<file path="config.mk">
export PLATFORM = sky130hd
export DESIGN_NAME = offset_moving_average_drift_gate
export DESIGN_NICKNAME = d
export VERILOG_FILES = /design/src/design/omadg_pkg.sv /design/src/design/omadg_ram.sv /design/src/design/omadg_div.sv /design/src/design/offset_moving_average_drift_gate.sv
export SDC_FILE = /design/constraint.sdc
export NUM_CORES = 2
export LEC_CHECK = 0
export BUFFER_PORTS_ARGS = -buffer_cell sky130_fd_sc_hd__buf_2
export CELL_PAD_IN_SITES_DETAIL_PLACEMENT = 0
export CELL_PAD_IN_SITES_GLOBAL_PLACEMENT = 1
export CORE_MARGIN = 2
export CORE_UTILIZATION = 30
export DETAILED_ROUTE_END_ITERATION = 6
export HOLD_SLACK_MARGIN = 0.05
export PLACE_DENSITY_LB_ADDON = 0.1
export REMOVE_ABC_BUFFERS = 1
export SYNTH_ARGS = -nofsm -noshare
export SYNTH_HDL_FRONTEND = slang
export SYNTH_HIERARCHICAL = 1
export SYNTH_SLANG_ARGS = --single-unit
</file>
<file path="constraint.sdc">
create_clock -name clk -period 12.2 [get_ports clk]
set_input_delay 1.22 -clock clk [delete_from_list [all_inputs] [get_ports clk]]
set_output_delay 1.22 -clock clk [all_outputs]
set_load 0.01 [all_outputs]
</file>
<file path="src/design/omadg_pkg.sv">
// Shared constants for the drift-gated offset moving average.
// Index and count widths follow from the window depth; no other file is needed.
package omadg_pkg;

    localparam int WINDOW  = 128;
    localparam int IDX_W   = (WINDOW > 1) ? $clog2(WINDOW) : 1;
    localparam int CNT_W   = $clog2(WINDOW + 1);
    localparam int SMP_W   = 32;
    localparam int DL_W    = 16;
    localparam int LVL_W   = 8;
    localparam int SUM_W   = SMP_W + IDX_W + 1;
    localparam int NUM_W   = SUM_W + 1;
    localparam int DEN_W   = CNT_W + 1;
    localparam int STEP_W  = $clog2(NUM_W + 1);
    localparam int LVL_MAX = (1 << LVL_W) - 1;

endpackage

</file>
<file path="src/design/omadg_ram.sv">
// Generic single-port-write, single-port-read RAM with registered read data.
// Self-contained; no package needed.
module omadg_ram #(
    parameter int WIDTH = 32,
    parameter int DEPTH = 128,
    parameter int ADDR_W = (DEPTH > 1) ? $clog2(DEPTH) : 1
) (
    input  logic              clk,
    input  logic              we,
    input  logic [ADDR_W-1:0] waddr,
    input  logic [WIDTH-1:0]  wdata,
    input  logic              re,
    input  logic [ADDR_W-1:0] raddr,
    output logic [WIDTH-1:0]  rdata
);

    logic [WIDTH-1:0] mem [DEPTH];
    logic [WIDTH-1:0] rdata_reg;

    // write port and registered read port
    always_ff @(posedge clk)
    begin
        if (we)
        begin
            mem[waddr] <= wdata;
        end
        if (re)
        begin
            rdata_reg <= mem[raddr];
        end
    end

    assign rdata = rdata_reg;

endmodule

</file>
<file path="src/design/omadg_div.sv">
// Restoring serial divider, one quotient bit per cycle.
// Depends on omadg_pkg for operand widths.
module omadg_div
    import omadg_pkg::*;
(
    input  logic             clk,
    input  logic             rst_n,
    input  logic             start,
    input  logic [NUM_W-1:0] numer,
    input  logic [DEN_W-1:0] denom,
    output logic             busy,
    output logic             done,
    output logic [NUM_W-1:0] quot
);

    logic [NUM_W-1:0]  num_reg;
    logic [DEN_W-1:0]  den_reg;
    logic [DEN_W-1:0]  rem_reg;
    logic [STEP_W-1:0] cnt_reg;
    logic              busy_reg;
    logic              done_reg;

    logic [DEN_W:0]    trial;
    logic              fits;
    logic [DEN_W:0]    diff;

    // trial subtract of the divisor from the shifted remainder
    always_comb
    begin
        trial = {rem_reg, num_reg[NUM_W-1]};
        fits  = trial >= {1'b0, den_reg};
        diff  = trial - {1'b0, den_reg};
    end

    // control: count steps, flag completion
    always_ff @(posedge clk or negedge rst_n)
    begin
        if (!rst_n)
        begin
            busy_reg <= 1'b0;
            done_reg <= 1'b0;
            cnt_reg  <= '0;
        end
        else
        begin
            done_reg <= 1'b0;
            if (start)
            begin
                busy_reg <= 1'b1;
                cnt_reg  <= STEP_W'(NUM_W - 1);
            end
            else if (busy_reg)
            begin
                if (cnt_reg == '0)
                begin
                    busy_reg <= 1'b0;
                    done_reg <= 1'b1;
                end
                else
                begin
                    cnt_reg <= cnt_reg - 1'b1;
                end
            end
        end
    end

    // datapath: shift quotient bits into the numerator register
    always_ff @(posedge clk)
    begin
        if (start)
        begin
            num_reg <= numer;
            den_reg <= denom;
            rem_reg <= '0;
        end
        else if (busy_reg)
        begin
            num_reg <= {num_reg[NUM_W-2:0], fits};
            rem_reg <= fits ? diff[DEN_W-1:0] : trial[DEN_W-1:0];
        end
    end

    assign busy = busy_reg;
    assign done = done_reg;
    assign quot = num_reg;

endmodule

</file>
<file path="src/design/offset_moving_average_drift_gate.sv">
// Top level of the drift-gated moving average of clock offset samples.
// Depends on omadg_pkg, omadg_ram and omadg_div.
//
// Usage:
//   s_* carries one 32-bit signed offset sample per beat. m_* returns one
//   result per sample: accepted flag in tuser, the rounded window mean and
//   the fill level in tdata. cfg_* writes the 16-bit drift limit; write it
//   only while no sample is in flight. cfg_ready is always high.
//   Before the first accepted sample any sample is taken; afterwards a
//   sample more than the drift limit away from the current mean is
//   rejected and leaves the window and the mean as they were.
// Flow:
//   A rejected sample goes from acceptance straight to the emit step. An
//   accepted sample goes through the window RAM read-modify-write and the
//   serial divider (one quotient bit per cycle, NUM_W bits, 41 here) before
//   the emit step. The emit step raises m_tvalid once the output register
//   is free, and only then is the next sample taken. One sample is in work
//   at a time.
// Reset and stall:
//   Reset clears the sum, fill count, write slot, sync flag and mean and
//   sets the drift limit to 1; the window RAM needs no clearing pass since
//   only written entries are read. A stalled receiver holds the result in
//   the output register; the next sample is taken meanwhile and waits to
//   be emitted until that register frees.
module offset_moving_average_drift_gate
    import omadg_pkg::*;
(
    input  logic        clk,
    input  logic        rst_n,
    // config write: drift_limit [15:0]
    input  logic        cfg_valid,
    output logic        cfg_ready,
    input  logic [15:0] cfg_data,
    // s_tdata: sample_offset [31:0]
    input  logic        s_tvalid,
    output logic        s_tready,
    input  logic [31:0] s_tdata,
    // m_tdata: average_offset [31:0], fill_level [39:32]
    output logic        m_tvalid,
    input  logic        m_tready,
    output logic [39:0] m_tdata,
    // m_tuser: accepted [0]
    output logic [0:0]  m_tuser
);

    typedef enum logic [2:0] {
        ST_IDLE,
        ST_UPDATE,
        ST_PREP,
        ST_DIV,
        ST_EMIT
    } state_t;

    state_t                   state_reg;
    logic [DL_W-1:0]          drift_reg;
    logic signed [SUM_W-1:0]  sum_reg;
    logic [CNT_W-1:0]         fill_reg;
    logic [IDX_W-1:0]         wpos_reg;
    logic                     synced_reg;
    logic signed [SMP_W-1:0]  avg_reg;
    logic signed [SMP_W-1:0]  smp_reg;
    logic                     take_reg;
    logic                     full_reg;
    logic                     neg_reg;
    logic                     m_tvalid_reg;
    logic [39:0]              m_tdata_reg;
    logic [0:0]               m_tuser_reg;

    logic                     s_beat;
    logic                     full_now;
    logic                     take;
    logic signed [SMP_W+1:0]  smp_x;
    logic signed [SMP_W+1:0]  hi_bound;
    logic signed [SMP_W+1:0]  lo_bound;
    logic signed [SUM_W-1:0]  old_x;
    logic signed [SUM_W-1:0]  sum_upd;
    logic [SUM_W-1:0]         mag;
    logic [NUM_W-1:0]         numer;
    logic [DEN_W-1:0]         denom;
    logic                     div_start;
    logic                     div_busy;
    logic                     div_done;
    logic [NUM_W-1:0]         quot;
    logic [SMP_W-1:0]         mean_mag;
    logic [LVL_W-1:0]         lvl;
    logic                     out_free;
    logic                     ram_re;
    logic                     ram_we;
    logic [SMP_W-1:0]         ram_rdata;

    assign cfg_ready = 1'b1;
    assign s_tready  = (state_reg == ST_IDLE);
    assign s_beat    = s_tvalid && s_tready;
    assign full_now  = (fill_reg == CNT_W'(WINDOW));
    assign out_free  = !m_tvalid_reg || m_tready;

    // drift gate against the current mean, bounds at full precision
    always_comb
    begin
        smp_x    = (SMP_W+2)'($signed(s_tdata));
        hi_bound = (SMP_W+2)'(avg_reg) + $signed({2'b00, 16'(drift_reg)});
        lo_bound = (SMP_W+2)'(avg_reg) - $signed({2'b00, 16'(drift_reg)});
        take     = !synced_reg || !((smp_x > hi_bound) || (smp_x < lo_bound));
    end

    // fetch the oldest entry when the window is full
    assign ram_re = s_beat && take && full_now;
    assign ram_we = (state_reg == ST_UPDATE);

    omadg_ram #(
        .WIDTH (SMP_W),
        .DEPTH (WINDOW)
    ) u_window (
        .clk   (clk),
        .we    (ram_we),
        .waddr (wpos_reg),
        .wdata (smp_reg),
        .re    (ram_re),
        .raddr (wpos_reg),
        .rdata (ram_rdata)
    );

    // new window sum: drop the oldest entry if full, add the sample
    always_comb
    begin
        old_x   = full_reg ? SUM_W'($signed(ram_rdata)) : '0;
        sum_upd = sum_reg - old_x + SUM_W'(smp_reg);
    end

    // rounded mean operands: (2|sum| + n) / 2n
    always_comb
    begin
        mag       = sum_reg[SUM_W-1] ? SUM_W'(-sum_reg) : SUM_W'(sum_reg);
        numer     = {mag, 1'b0} + NUM_W'(fill_reg);
        denom     = {fill_reg, 1'b0};
        div_start = (state_reg == ST_PREP);
    end

    omadg_div u_div (
        .clk   (clk),
        .rst_n (rst_n),
        .start (div_start),
        .numer (numer),
        .denom (denom),
        .busy  (div_busy),
        .done  (div_done),
        .quot  (quot)
    );

    assign mean_mag = quot[SMP_W-1:0];
    assign lvl = (32'(fill_reg) > 32'(LVL_MAX)) ? LVL_W'(LVL_MAX) : LVL_W'(fill_reg);

    // sequencer, window state and output register
    always_ff @(posedge clk or negedge rst_n)
    begin
        if (!rst_n)
        begin
            state_reg    <= ST_IDLE;
            drift_reg    <= DL_W'(1);
            sum_reg      <= '0;
            fill_reg     <= '0;
            wpos_reg     <= '0;
            synced_reg   <= 1'b0;
            avg_reg      <= '0;
            take_reg     <= 1'b0;
            full_reg     <= 1'b0;
            neg_reg      <= 1'b0;
            m_tvalid_reg <= 1'b0;
        end
        else
        begin
            if (cfg_valid && cfg_ready)
            begin
                drift_reg <= cfg_data;
            end

            // drop the output beat once taken, unless the emit step refills it
            if (m_tvalid_reg && m_tready && (state_reg != ST_EMIT))
            begin
                m_tvalid_reg <= 1'b0;
            end

            case (state_reg)
                ST_IDLE:
                begin
                    if (s_beat)
                    begin
                        smp_reg  <= s_tdata;
                        take_reg <= take;
                        full_reg <= full_now;
                        state_reg <= take ? ST_UPDATE : ST_EMIT;
                    end
                end
                ST_UPDATE:
                begin
                    sum_reg    <= sum_upd;
                    synced_reg <= 1'b1;
                    if (!full_reg)
                    begin
                        fill_reg <= fill_reg + 1'b1;
                    end
                    wpos_reg <= (wpos_reg == IDX_W'(WINDOW - 1)) ? '0 : wpos_reg + 1'b1;
                    state_reg <= ST_PREP;
                end
                ST_PREP:
                begin
                    neg_reg   <= sum_reg[SUM_W-1];
                    state_reg <= ST_DIV;
                end
                ST_DIV:
                begin
                    if (div_done)
                    begin
                        avg_reg   <= neg_reg ? -$signed(mean_mag) : $signed(mean_mag);
                        state_reg <= ST_EMIT;
                    end
                end
                ST_EMIT:
                begin
                    if (out_free)
                    begin
                        m_tvalid_reg <= 1'b1;
                        m_tdata_reg  <= {lvl, avg_reg};
                        m_tuser_reg  <= take_reg;
                        state_reg    <= ST_IDLE;
                    end
                end
                default:
                begin
                    state_reg <= ST_IDLE;
                end
            endcase
        end
    end

    assign m_tvalid = m_tvalid_reg;
    assign m_tdata  = m_tdata_reg;
    assign m_tuser  = m_tuser_reg;

    // a new output beat only comes from the emit step
    a_emit_src: assert property (@(posedge clk) disable iff (!rst_n)
        $rose(m_tvalid_reg) |-> $past(state_reg == ST_EMIT))
        else $error("output beat raised outside emit step");

    // no sample is taken while the divider works
    a_div_lock: assert property (@(posedge clk) disable iff (!rst_n)
        div_busy |-> !s_tready)
        else $error("input ready while divider busy");

    // an accepted result always reports a non-empty window
    a_acc_fill: assert property (@(posedge clk) disable iff (!rst_n)
        (m_tvalid_reg && m_tuser_reg[0]) |-> (m_tdata_reg[39:32] != '0))
        else $error("accepted result with empty window");

    // fill count stays within the window
    a_fill_max: assert property (@(posedge clk) disable iff (!rst_n)
        (state_reg == ST_UPDATE) |=> (32'(fill_reg) <= 32'(WINDOW)))
        else $error("fill count beyond window depth");

endmodule
</file>
# ---- After elaboration in Yosys (flattened, before gate mapping)
# Memory sizes are Yosys's and may differ from the RTL's. A register that Yosys moved wholly into a read port is not among the register bits.
# Cells that the tools add are included.
# W data, S select, Z words.
dict set report totals {
  register_bits 250
  latchBits 0
  ramBits 4096
  romBits 0
  out_inout_bits 44
  word_cells 94
  memories 1
}
dict set report op_classes {
  n_addsub 11
  multipliers 0
  div_mod_pow 0
  order_cmp 3
  n_eq_ne 11
  shifts 0
  muxes 26
  n_bitwise 1
  n_reduce_logical 21
}
# name words word_bits rd rd_ports_with_merged_regs wr line_no
set mem_list {}
lappend mem_list {u_window.mem 128 32 1 1 1 omadg_ram.sv:17} ;# logic [WIDTH-1:0] mem [DEPTH];
# cell n
set op_table {}
lappend op_table {{$mux W41} 2}
lappend op_table {{$mux W40} 2}
lappend op_table {{$add A41 B8 Y41} 1}
lappend op_table {{$add A40 B32 Y40} 1}
lappend op_table {{$neg A40 Y40} 1}
lappend op_table {{$sub A40 B40 Y40} 1}
lappend op_table {{$add A32 B17 Y33} 1}
lappend op_table {{$gt A32 B33 Y1} 1}
lappend op_table {{$lt A32 B33 Y1} 1}
lappend op_table {{$sub A32 B17 Y33} 1}
lappend op_table {{$mux W32} 1}
lappend op_table {{$neg A32 Y32} 1}
lappend op_table {{$mux W6} 3}
lappend op_table {{$pmux W3 S5} 1}
lappend op_table {{$mux W3} 4}
lappend op_table {{$mux W1} 11}
lappend op_table {{$ge A10 B9 Y1} 1}
lappend op_table {{$mux W9} 1}
lappend op_table {{$reduce_and A3 Y1} 3}
lappend op_table {{$sub A9 B9 Y9} 1}
lappend op_table {{$add A8 B1 Y8 const B} 1}
lappend op_table {{$eq A8 B8 Y1 const B} 1}
lappend op_table {{$reduce_and A2 Y1} 4}
lappend op_table {{$add A7 B1 Y7 const B} 1}
lappend op_table {{other kinds (16)} 27}

# ---- Logic depth before layout (Yosys ltp)
dict set report logic_depth {
  word_depth 8
  mapped_depth 22
}

# ---- By module
# The synthesis kept the hierarchy.
# module instances cells_per_inst area_per_inst_um2
set by_module_without_submodules {}
lappend by_module_without_submodules {omadg_ram 1 5990 156596.4}
lappend by_module_without_submodules {offset_moving_average_drift_gate 1 1932 16588.4}
lappend by_module_without_submodules {omadg_div 1 241 3228.1}

# ---- Worst setup path after synthesis
# No wires, ideal clock.
dict set report synth_path {
  path_type {reg-to-reg}
  start {register drift_reg[0]}
  end {register u_window.rdata_reg[0] (netlist: u_window/rdata[0]), read port of u_window.mem, enable pin}
  arrival_time_ns 5.635
  setup_slack_ns 6.144
  stages_incl_launch_ff 22
  period_less_slack_ns 6.056
  path_cell_list {dfstp_2 ha_1 fa_1 nor2b_1 o21bai_1 a21oi_1 o21ai_0 a21oi_1 o21ai_0 a2111oi_0 o21ai_0 xor2_1 ha_1 a21o_1 a21o_1 a21oi_1 o21ai_0 a21oi_1 o21ai_0 nand2_1 nand2_1 nor2_1}
}
dict set report synth_via {
  elab_chain_cells 7
  elab_cells_between_ends 9
}
# item line_no
set synth_rtl {}
lappend synth_rtl {{from (decl)} offset_moving_average_drift_gate.sv:55} ;# logic [DL_W-1:0] drift_reg;
lappend synth_rtl {{from (signal assigned)} offset_moving_average_drift_gate.sv:174} ;# drift_reg <= cfg_data;
lappend synth_rtl {{$add A32 B17 Y33 / $sub A32 B17 Y33 (equally long branches)} {offset_moving_average_drift_gate.sv:101, offset_moving_average_drift_gate.sv:102}}
lappend synth_rtl {{$gt A32 B33 Y1 / $lt A32 B33 Y1 (equally long branches)} offset_moving_average_drift_gate.sv:103} ;# take = !synced_reg || !((smp_x > hi_bound) || (smp_x < lo_bound));
lappend synth_rtl {{$logic_or A1 B1 Y1 *} offset_moving_average_drift_gate.sv:103}
lappend synth_rtl {{$logic_not A1 Y1 *} offset_moving_average_drift_gate.sv:103}
lappend synth_rtl {{$logic_or A1 B1 Y1 *} offset_moving_average_drift_gate.sv:103}
lappend synth_rtl {{$logic_and A1 B1 Y1 * (2 in series)} offset_moving_average_drift_gate.sv:107} ;# assign ram_re = s_beat && take && full_now;
lappend synth_rtl {{named net ram_re} offset_moving_average_drift_gate.sv:87} ;# logic ram_re;
lappend synth_rtl {{to (decl)} omadg_ram.sv:18} ;# logic [WIDTH-1:0] rdata_reg;
# Mark *: on every way through the listed nets, which the timed path passes. The rest lies on a longest branch.
# A chain may end at the register's enable or synchronous reset.

# ---- Worst setup path after layout
dict set report layout_path {
  start {register drift_reg[0]}
  end {register u_window.rdata_reg[14] (netlist: u_window/rdata[14]), read port of u_window.mem, enable pin}
}
# Same word-level chain as after synthesis.

==> impl_metrics.env <==
export IMPL_status="complete, no violations"
export IMPL_die_w_um=771
export IMPL_start_util=0.301
export IMPL_setup_worst_path_end_class="flip-flop"
export IMPL_arrival_ns=6.86
export IMPL_cts_root_buf="clkbuf_16"
export IMPL_synth_cell_types=84
export IMPL_skew_ns=0.0713
export IMPL_crit_family="compound AO/OA/AOI/OAI gates"
export IMPL_area_growth_pct=15.3
export IMPL_synthFlopType="edfxtp_1"
export IMPL_io_buffers=95
export IMPL_wl_per_cell_um=33.8
export IMPL_layout_setup_ws_ns=6.01
export IMPL_cp_max_fo=32
export IMPL_crit_slowest_cell="o22ai_1"
export IMPL_core_area_um2=586000
export IMPL_fin_crit_ns=6.19
export IMPL_place_area_um2=188000
export IMPL_place_gp_congestion=0.768
export IMPL_switching_share=0.302
export IMPL_syn_avg_cell_area_um2=21.6
export IMPL_place_hpwl_um=321000
export IMPL_route_vias_total=87000
export IMPL_drc=0
export IMPL_ys_ff_latch=4379
export IMPL_fin_area_um2=203000
export IMPL_cts_setup_buffers=0
export IMPL_largest_register="u_window/mem"
export IMPL_die_h_um=771
export IMPL_ir_drop_uv=178
export IMPL_fin_tns_setup_ns=0
export IMPL_synthArstFlopShare=0.0272
export IMPL_path_cells="ha_1 -> fa_1 -> nor2b_1 -> o21ai_0 -> a21boi_0 -> o21ai_0 -> a211oi_1 -> o311a_1 -> o22ai_1 -> nor2b_1 -> xnor2_1 -> ha_1 -> a21o_1 -> a21o_1 -> a21oi_1 -> nor2_1 -> a211oi_1 -> nor3b_1 -> a31oi_1 -> nand2_1 -> nor2_4 -> buf_4"
export IMPL_finalWirelength_um=569000
export IMPL_combPwrFrac=0.262
export IMPL_startpoint_type="flip-flop"
export IMPL_synthTopCellsByArea="edfxtp_1, mux4_2, dfrtp_1"
export IMPL_finalCritPeriodShare=0.508
export IMPL_seq_area_frac_synth=0.742
export IMPL_slew_viol_final=0
export IMPL_clk_pin_slew_ns=0.06
export IMPL_hold_class="input port to flip-flop"
export IMPL_path_buf_inv=1
export IMPL_p_total_uw=41900
export IMPL_layout_nets=8881
export IMPL_largest_reg_flops=4096
export IMPL_power_density_nw_per_um2=206
export IMPL_synth_top_cell_area_share=0.724
export IMPL_h_tree_depth=5
export IMPL_placed_cells=15900
export IMPL_cts_max_path_buffers=4
export IMPL_required_ns=12.87
export IMPL_crit_type="flip-flop to flip-flop"
export IMPL_rsz0062_at_grt="no"
export IMPL_p_switching_uw=12600
export IMPL_p_int_uw=29300
export IMPL_tightest_slew_ns=1.28
export IMPL_power_leakage_uw=0.0627
export IMPL_dr_pass1_iters=6
export IMPL_grt_usage=0.189
export IMPL_insertion_delay_ns=1.05
export IMPL_final_hold_viol_count=0
export IMPL_max_slew_margin_rel=0.149
export IMPL_yosysWarnings=6
export IMPL_ant_nets=0
export IMPL_ioPinCount=97
export IMPL_p_clk_frac=0.333
export IMPL_die_area_um2=594000
export IMPL_synth_area_um2=176000
export IMPL_sequentialPowerShare=0.404
export IMPL_drt_initial_drc_count=10200
export IMPL_fmax_mhz=162
export IMPL_clkSinkCount=4379
export IMPL_grt_overflow=0
export IMPL_n_fill_cell=54600
export IMPL_syn_inst=8163
export IMPL_grt_max_degree=130
export IMPL_setup_viol=0
export IMPL_grt_pass1_wl_um=777000
export IMPL_r2r_setup_slack_ns=6.01
export IMPL_maxCapViolations=0
export IMPL_cts_tree="yes"
export IMPL_routed_via_density=5.17
export IMPL_grt_pass1_vias=90000
export IMPL_cts_buffers=479
export IMPL_pre_cts_ws_ns=6.01
export IMPL_max_stage_delay_ns=0.68
export IMPL_fin_cells=16800
export IMPL_synth_area_leader_cell="edfxtp_1"
export IMPL_antenna_found_initial=93
export IMPL_drive_above_1_share=0.290
export IMPL_synth_edf_count=4251
export IMPL_row_count=281
[layout make-up]
| class | instances | area, µm² | share of cell area |
|---|---|---|---|
| Clock inverter | 262 | 2360 | 0.0116 |
| Sequential cell | 4379 | 131000 | 0.643 |
| Timing Repair Buffer | 390 | 2920 | 0.0144 |
| Inverter | 227 | 852 | 0.00419 |
| Tap cell | 7782 | 9740 | 0.0479 |
| Multi-Input combinational cell | 3148 | 44100 | 0.217 |
| Antenna cell | 37 | 92.6 | 0.000455 |
| Clock buffer | 613 | 12600 | 0.0619 |
[cell usage after synthesis, types with 9 or more instances]
| master | count |
|---|---|
| o41ai_1 | 15 |
| o21bai_1 | 26 |
| nand2b_1 | 23 |
| xnor2_1 | 124 |
| edfxtp_1 | 4251 |
| a21boi_0 | 9 |
| fa_1 | 43 |
| a31oi_1 | 17 |
| or3_1 | 24 |
| nor3_1 | 51 |
| buf_2 | 83 |
| nor2_1 | 220 |
| mux2_2 | 75 |
| xor2_1 | 73 |
| nand4_1 | 41 |
| a21oi_1 | 99 |
| dfxtp_1 | 9 |
| a211oi_1 | 15 |
| a311oi_1 | 9 |
| nand3_1 | 56 |
| and2_1 | 42 |
| buf_1 | 56 |
| a21o_1 | 57 |
| o31ai_1 | 24 |
| nor4_1 | 16 |
| nor2b_1 | 27 |
| and3_1 | 23 |
| dfrtp_1 | 118 |
| inv_1 | 226 |
| nand2_1 | 212 |
| o21ai_0 | 173 |
| ha_1 | 160 |
| clkbuf_1 | 261 |
| or4_1 | 16 |
| mux4_2 | 1345 |
[worst min-delay path, stage by stage]
cell,delay [ns]
buf_2,0.07
nand2_1,0.04
o21ai_0,0.07
[metal layers]
| metal | vias to the layer above | track usage | part of all wire |
|---|---|---|---|
| met5 | - | 0 | 0.00019 |
| met4 | 18 | 0.0339 | 0.017 |
| met3 | 538 | 0.0261 | 0.054 |
| met2 | 2613 | 0.307 | 0.48 |
| met1 | 48700 | 0.274 | 0.45 |
| li1 | 35100 | - | - |
[worst paths after layout]
kind / endpoint / from / depth (start not counted)
min in group asynchronous: state_reg[2] / rst_n / 2
worst min register to register: u_div/rem_reg[8] / u_div/rem_reg[8] / 2
max in group asynchronous: sum_reg[39] / rst_n / 3
worst max-delay path: u_window/rdata[14] / drift_reg[0] / 22
worst min-delay path: drift_reg[14] / cfg_data[14] / 3
worst max register to register: u_window/rdata[14] / drift_reg[0] / 22
[power groups by stage]
stage | Clock, µW | Sequential (µW) | Combinational, µW
2_1_floorplan | 0 | 17700 | 9970
3_3_place_gp | 0 | 17300 | 11300
3_5_place_dp | 0 | 17300 | 11200
4_1_cts | 14400 | 16900 | 11300
5_1_grt | 14900 | 17000 | 11800
6_report | 14000 | 16900 | 11000
[logic make-up after synthesis]
| group | count (synthesis) | synth area share |
|---|---|---|
| DFF | 4379 | 0.742 |
| muxes | 1425 | 0.177 |
| and+or+nand+nor | 796 | 0.0221 |
| buffers and inverters | 636 | 0.0144 |
| AOI/OAI and AO/OA | 525 | 0.0192 |
| adders and majority gates | 203 | 0.0162 |
| xor gates and xnor gates | 197 | 0.00978 |
| other | 2 | 0.0000426 |
[repair_timing]
| action | in CTS | in global routing |
|---|---|---|
| hold buffers | 1 | 0 |
| gates resized for setup | 0 | 0 |
| endpoints found under the hold margin | 6 | 0 |
[stage by stage]
stage	utilization	hold WS (ns)
2_1_floorplan	-	0.425
3_5_place_dp	0.322	0.452
3_3_place_gp	0.322	0.441
5_1_grt	0.347	0.390
6_report	0.347	0.426
4_1_cts	0.347	0.321
[cells in the final DEF (no fill, tap or decap), types with 110 or more instances in the layout]
cell type / instances
ha_1: 160
nor2_4: 121
mux4_2: 1345
clkbuf_1: 128
edfxtp_1: 4251
dfrtp_1: 110
xnor2_1: 124
buf_4: 276
nand2_1: 208
clkbuf_16: 483
o21ai_0: 173
clkinv_1: 120
inv_1: 226
(Power assumes the default switching activity.)
